File: config.mk
export PLATFORM = sky130hd
export DESIGN_NAME = kfs_div
export DESIGN_NICKNAME = d
export VERILOG_FILES = /design/src/keyframe_sampler_with_easing_defines.svh /design/src/kfs_pkg.sv /design/src/kfs_div.sv
export SDC_FILE = /design/constraint.sdc
export NUM_CORES = 1
export LEC_CHECK = 0
export ABC_AREA = 0
export BUFFER_PORTS_ARGS = -buffer_cell sky130_fd_sc_hd__buf_2
export CORE_ASPECT_RATIO = 1.2
export CORE_UTILIZATION = 55
export CTS_CLUSTER_DIAMETER = 40
export DETAILED_ROUTE_END_ITERATION = 10
export PLACE_DENSITY = 0.92
export RECOVER_POWER = 100
export SYNTH_ARGS = -nofsm -noshare
export SYNTH_HDL_FRONTEND = slang
export SYNTH_SLANG_ARGS = --single-unit
export TNS_END_PERCENT = 1
File: constraint.sdc
create_clock -name clk -period 3.31 [get_ports clk]
set_input_delay 0.8275 -clock clk [delete_from_list [all_inputs] [get_ports clk]]
set_output_delay 0.8275 -clock clk [all_outputs]
set_load 0.02 [all_outputs]
File: src/keyframe_sampler_with_easing_defines.svh
// Assertion macros for the keyframe sampler with easing.
`ifndef KEYFRAME_SAMPLER_WITH_EASING_DEFINES_SVH
`define KEYFRAME_SAMPLER_WITH_EASING_DEFINES_SVH

`ifndef NO_ASSERTIONS
// Same-cycle implication, checked on every rising edge of clk outside reset.
`define KFS_ASSERT_IMP(lbl, ante, cons) \
    lbl: assert property (@(posedge clk) disable iff (!rst_n) (ante) |-> (cons)) \
        else $error("keyframe sampler check failed");
// Next-cycle implication, checked on every rising edge of clk outside reset.
`define KFS_ASSERT_NEXT(lbl, ante, cons) \
    lbl: assert property (@(posedge clk) disable iff (!rst_n) (ante) |=> (cons)) \
        else $error("keyframe sampler check failed");
`else
`define KFS_ASSERT_IMP(lbl, ante, cons)
`define KFS_ASSERT_NEXT(lbl, ante, cons)
`endif

`endif

File: src/kfs_pkg.sv
// Shared types and constants of the keyframe sampler with easing.
package kfs_pkg;

    // Operation codes.
    localparam logic [1:0] OP_ADD     = 2'd0;
    localparam logic [1:0] OP_NEAREST = 2'd1;
    localparam logic [1:0] OP_INTERP  = 2'd2;

    // Easing curve codes.
    localparam logic [1:0] CURVE_LINEAR   = 2'd0;
    localparam logic [1:0] CURVE_EASE_IN  = 2'd1;
    localparam logic [1:0] CURVE_EASE_OUT = 2'd2;
    localparam logic [1:0] CURVE_IN_OUT   = 2'd3;

    // Result status codes.
    localparam logic [2:0] STATUS_OK      = 3'd0;
    localparam logic [2:0] STATUS_EMPTY   = 3'd1;
    localparam logic [2:0] STATUS_BAD_DUR = 3'd2;
    localparam logic [2:0] STATUS_FULL    = 3'd3;
    localparam logic [2:0] STATUS_ADDED   = 3'd4;

    // Divider step counts and fixed-point one.
    localparam logic [5:0]  MOD_STEPS  = 6'd32;
    localparam logic [5:0]  FRAC_STEPS = 6'd16;
    localparam logic [16:0] Q_ONE      = 17'h10000;

    // Multiplier sequence steps.
    localparam logic [2:0] STEP_EASE = 3'd0;
    localparam logic [2:0] STEP_SX   = 3'd1;
    localparam logic [2:0] STEP_SY   = 3'd2;
    localparam logic [2:0] STEP_ROT  = 3'd3;
    localparam logic [2:0] STEP_COL3 = 3'd7;

    typedef struct packed {
        logic [31:0] duration;
        logic [63:0] rect;
        logic [31:0] scale;
        logic [31:0] rotation;
        logic [31:0] color;
        logic [1:0]  curve;
        logic [31:0] offset;
    } frame_t;

    typedef struct packed {
        logic [2:0] status;
        logic [5:0] index;
        frame_t     frame;
    } result_t;

    typedef struct packed {
        logic       start;
        logic [5:0] steps;
    } div_ctrl_t;

    typedef enum logic [3:0] {
        ST_IDLE,
        ST_MOD,
        ST_WALK_RD,
        ST_WALK_CHK,
        ST_FRAC,
        ST_MUL,
        ST_ACC,
        ST_LAST,
        ST_EMIT
    } state_t;

endpackage

File: src/kfs_div.sv
// Shift-subtract divider shared for the time wrap and the frame fraction.
module kfs_div #(
    parameter int REM_W = 39
) (
    input  logic               clk,
    input  logic               rst_n,
    input  kfs_pkg::div_ctrl_t ctrl,
    input  logic [REM_W-1:0]   init_rem,
    input  logic [31:0]        dividend,
    input  logic [REM_W-1:0]   divisor,
    output logic               done,
    output logic [REM_W-1:0]   remainder,
    output logic [31:0]        quotient
);

    logic             busy_reg;
    logic             done_reg;
    logic [5:0]       cnt_reg;
    logic [REM_W-1:0] rem_reg;
    logic [REM_W-1:0] dsr_reg;
    logic [31:0]      dvd_reg;
    logic [31:0]      quo_reg;
    logic [REM_W:0]   rem_sh;
    logic [REM_W:0]   rem_sub;
    logic             fits;

    // One quotient bit per cycle.
    assign rem_sh  = {rem_reg, dvd_reg[31]};
    assign fits    = (rem_sh >= {1'b0, dsr_reg});
    assign rem_sub = rem_sh - {1'b0, dsr_reg};

    // Step counter and completion pulse.
    always_ff @(posedge clk or negedge rst_n)
    begin
        if (!rst_n)
        begin
            busy_reg <= 1'b0;
            done_reg <= 1'b0;
            cnt_reg  <= '0;
        end
        else if (ctrl.start)
        begin
            busy_reg <= 1'b1;
            done_reg <= 1'b0;
            cnt_reg  <= ctrl.steps;
        end
        else if (busy_reg)
        begin
            cnt_reg <= cnt_reg - 6'd1;
            if (cnt_reg == 6'd1)
            begin
                busy_reg <= 1'b0;
                done_reg <= 1'b1;
            end
        end
        else
        begin
            done_reg <= 1'b0;
        end
    end

    // Partial remainder, dividend and quotient shift registers.
    always_ff @(posedge clk)
    begin
        if (ctrl.start)
        begin
            rem_reg <= init_rem;
            dvd_reg <= dividend;
            dsr_reg <= divisor;
            quo_reg <= '0;
        end
        else if (busy_reg)
        begin
            rem_reg <= fits ? rem_sub[REM_W-1:0] : rem_sh[REM_W-1:0];
            dvd_reg <= {dvd_reg[30:0], 1'b0};
            quo_reg <= {quo_reg[30:0], fits};
        end
    end

    assign done      = done_reg;
    assign remainder = rem_reg;
    assign quotient  = quo_reg;

endmodule

==> key figures <==
Drt
  – Post-DR vias/cell: between 5 and 6
  – Final ANT Viol Nets: 0
  – Initial drt markers: about 380
  – DRC viols: 0
  – DR vias: approximately 7200
  – Routed len/inst: around 17 um
  – Final WL: approximately 21000 um
  – Drt pass-1 iters: 5

Clock tree
  – CTS H-tree lvls: 4
  – CTS clk-pin slew, worst paths: roughly 0.070 ns
  – Clk_lat worst skew: ~0.43 ns
  – Longest Clk Path Bufs: 2
  – Post-CTS Setup Repair Bufs: 0
  – CTS buffer count: 17
  – Clock root cell: clkbuf_16
  – CTS tree: built
  – Hold-fix buffers at CTS: 0
  – Post-CTS sizing: 0
  – Clock Sinks: 150

Finish
  – Post-Layout Cell Count: 1235
  – Diode count: 0
  – Footprint of the multi-input gates: roughly 0.0041 sq mm
  – Area growth syn-to-layout: 19.18%
  – Nets@finish: roughly 1200
  – Flip-flop and latch area: a little over 0.004 sq mm
  – Filler cell count: between 1000 and 1500
  – Share of post-route cells with drive strength above 1: between 20% and 30%
  – Fin area: ~0.010 sq mm

Critical path
  – Setup crit start: dsr_reg[0]
  – Worst path max stage delay: ~0.42 ns
  – Delay-heaviest family, CP: compound AO/OA/AOI/OAI gates
  – Largest fanout on the critical path: 3
  – Reg2Reg Depth: 11
  – CP required: 3.43 ns
  – R2R Setup Slk: around 0.2 ns
  – Capture point of the worst reg-to-reg path: remainder[18]
  – Crit path max-delay cell type: fa_1
  – CP Buf/Inv Count: 1
  – CP Capture Type: flip-flop
  – Reg2reg start: dsr_reg[0]
  – Critical path, cell by cell: ha_1 -> fa_1 -> nor2b_1 -> o21bai_1 -> a311oi_1 -> clkbuf_1 -> a31oi_1 -> o21bai_1 -> nand4_1 -> o2111ai_1 -> a31oi_1
  – Setup CP Type: reg -> reg
  – Critical Path Source Type: flip-flop
  – Critical path data arrival time: between 3 and 4 ns
  – CP Depth: 11
  – CP Capture Point: remainder[18]

Timing
  – Skew final: 0.01139 ns
  – Worst slew pin tran: a little under 2 ns
  – Relative slew slack: -31.12%
  – Sum Neg Setup Slack: 0 ns
  – Final period util: ~94%
  – Final hold slack: 0.3046 ns
  – Finish-stage setup viols: 0
  – Final worst path period need: slightly above 3 ns
  – Fin. Hold Viols: 0
  – Fmax: roughly 320 MHz
  – Unrepaired setup endpoints after global routing: no
  – Max Slew Vio Count: 117

Synth
  – Cell Area, Synth: between 0.008 and 0.009 sq mm
  – Register area share after synthesis: 47.83%
  – Top cell type's share of synthesized area: 38.13%
  – Post-synthesis cell count: between 800 and 900
  – Ys async rst share: about 5.3%
  – Post-synth EDFFs: 110
  – Unique cell type count in the Yosys netlist: just over 80
  – Seq cells post-synth: 150
  – Post-synth top area cell: edfxtp_1
  – Mapped Nets: 993
  – Syn Area/Cell: approximately 10 sq um
  – Top_reg_cell synth: edfxtp_1
  – Area contributors post-synth: edfxtp_1, dfxtp_1, mux2i_1, ha_1, mux2_2
  – Synth warnings: 0

Outcome
  – Run status: finished, violations left
  – Failing checks: capacitance limit, slew limit

Die
  – Initial Util: between 50% and 60%
  – Die ar.: about 0.016 sq mm
  – Io pins: ~190
  – Row cnt: 49
  – Die Wd: around 120 um
  – Die Height: around 140 um
  – CORE AREA: between 0.015 and 0.02 sq mm

Global routing
  – Remaining global-route overflow: 0
  – Pin count of the biggest net entering global routing: 55
  – GRT Util Overall: approximately 28%
  – Initial antenna violation count: 0
  – Vias in the first global route: ~7300
  – First-pass GRT wire length: roughly 35000 um

Power
  – VDD IR max: about 0.4 mV
  – Pwr/cell area: approximately 900 mW/mm^2
  – Lkg Pwr: 4.635 nW
  – Power, Total: 9.272 mW

Placement
  – Port Buffers: between 150 and 200
  – Placement Cell Area: around 0.01 sq mm
  – Post-DP HPWL: ~16000 um
  – Final Wtd Congestion: 0.9476
  – Inst Count DP: ~1200

Flow run
  – Max Cap Viol: 3

Worst hold path
  – HP Class: in -> async
cell usage after synthesis (6+ instances only):
master	instances
xor2_1	9
edfxtp_1	110
and3_1	8
a21o_1	21
nor2_1	90
mux2i_1	54
o21bai_1	7
nand3_1	18
o21ai_0	31
mux2_2	33
dfrtp_1	8
ha_1	41
a31oi_1	8
dfxtp_1	32
nand4_1	13
xnor2_1	19
inv_1	57
a21oi_1	68
nor3_1	15
nand2_1	44
clkbuf_1	25
buf_2	6
final cells by class:
type,instances,area share (%)
repair buffers,212,9.876
clock inverters,15,1.769
multi-input cells,579,39.51
clock buffers,17,4.120
flip-flops and latches,150,40.15
well taps,204,2.472
inverters,58,2.109
worst register-to-register path: stages (launching register included):
cell       delay, ns
edfxtp_1        0.38
ha_1            0.24
fa_1            0.42
nor2b_1         0.18
o21bai_1        0.10
a311oi_1        0.35
clkbuf_1        0.20
a31oi_1         0.16
o21bai_1        0.38
nand4_1         0.16
o2111ai_1       0.12
a31oi_1         0.11
cells in the final DEF, fill, tap and decap left out, types with 18 or more instances in the layout:
master	count
xnor2_1	19
nand3_1	18
edfxtp_1	110
dfxtp_1	32
clkbuf_1	78
ha_1	41
nor2_1	90
buf_2	114
nand2_1	44
a21o_1	21
o21ai_0	31
a21oi_1	67
mux2_2	33
inv_1	58
mux2i_1	54
power by group:
part	switching (mW)	internal (mW)
Combinational	2.74	1.83
Sequential	0.267	2.49
Clock	0.927	1.02
Total	3.93	5.34
cell families (layout without fill, tap and decap cells):
kind of cell | after synthesis | in the layout | share of synthesized area [%]
and+or+nand+nor | 224 | 224 | 12.26
AOI/OAI and AO/OA | 198 | 198 | 15.27
muxes | 87 | 87 | 10.53
DFF | 150 | 150 | 47.83
adders and majority gates | 42 | 42 | 6.152
buffers and inverters | 103 | 302 | 5.127
xor gates and xnor gates | 28 | 28 | 2.831
metal layers:
| metal | track usage [%] | vias to the layer above | share of wire [%] |
|---|---|---|---|
| li1 | - | 3432 | - |
| met1 | 31.91 | 3374 | 40 |
| met2 | 46.78 | 299 | 50 |
| met3 | 6.969 | 58 | 7.0 |
| met4 | 13.39 | 0 | 3.2 |
| met5 | 0 | - | 0 |
per-stage QoR:
stage          worst slack [ns]  utilization [%]
2_1_floorplan            0.3677                -
3_3_place_gp             0.3191            64.74
3_5_place_dp             0.2682            64.74
4_1_cts                  0.2555            68.74
5_1_grt                 0.01428            67.91
6_report                 0.2002            67.91
how the worst min path moves through the flow:
stage                   endpoint         start  slack (ns)  cells after the start
floorplan             dvd_reg[1]    dvd_reg[0]        0.52                      1
CTS                   cnt_reg[5]         rst_n        0.22                      1
global placement    quotient[31]  quotient[31]        0.47                      2
global route          cnt_reg[2]         rst_n        0.33                      1
finish                cnt_reg[1]         rst_n        0.30                      1
detailed placement  quotient[31]  quotient[31]        0.48                      2
(Power assumes the default switching activity.)
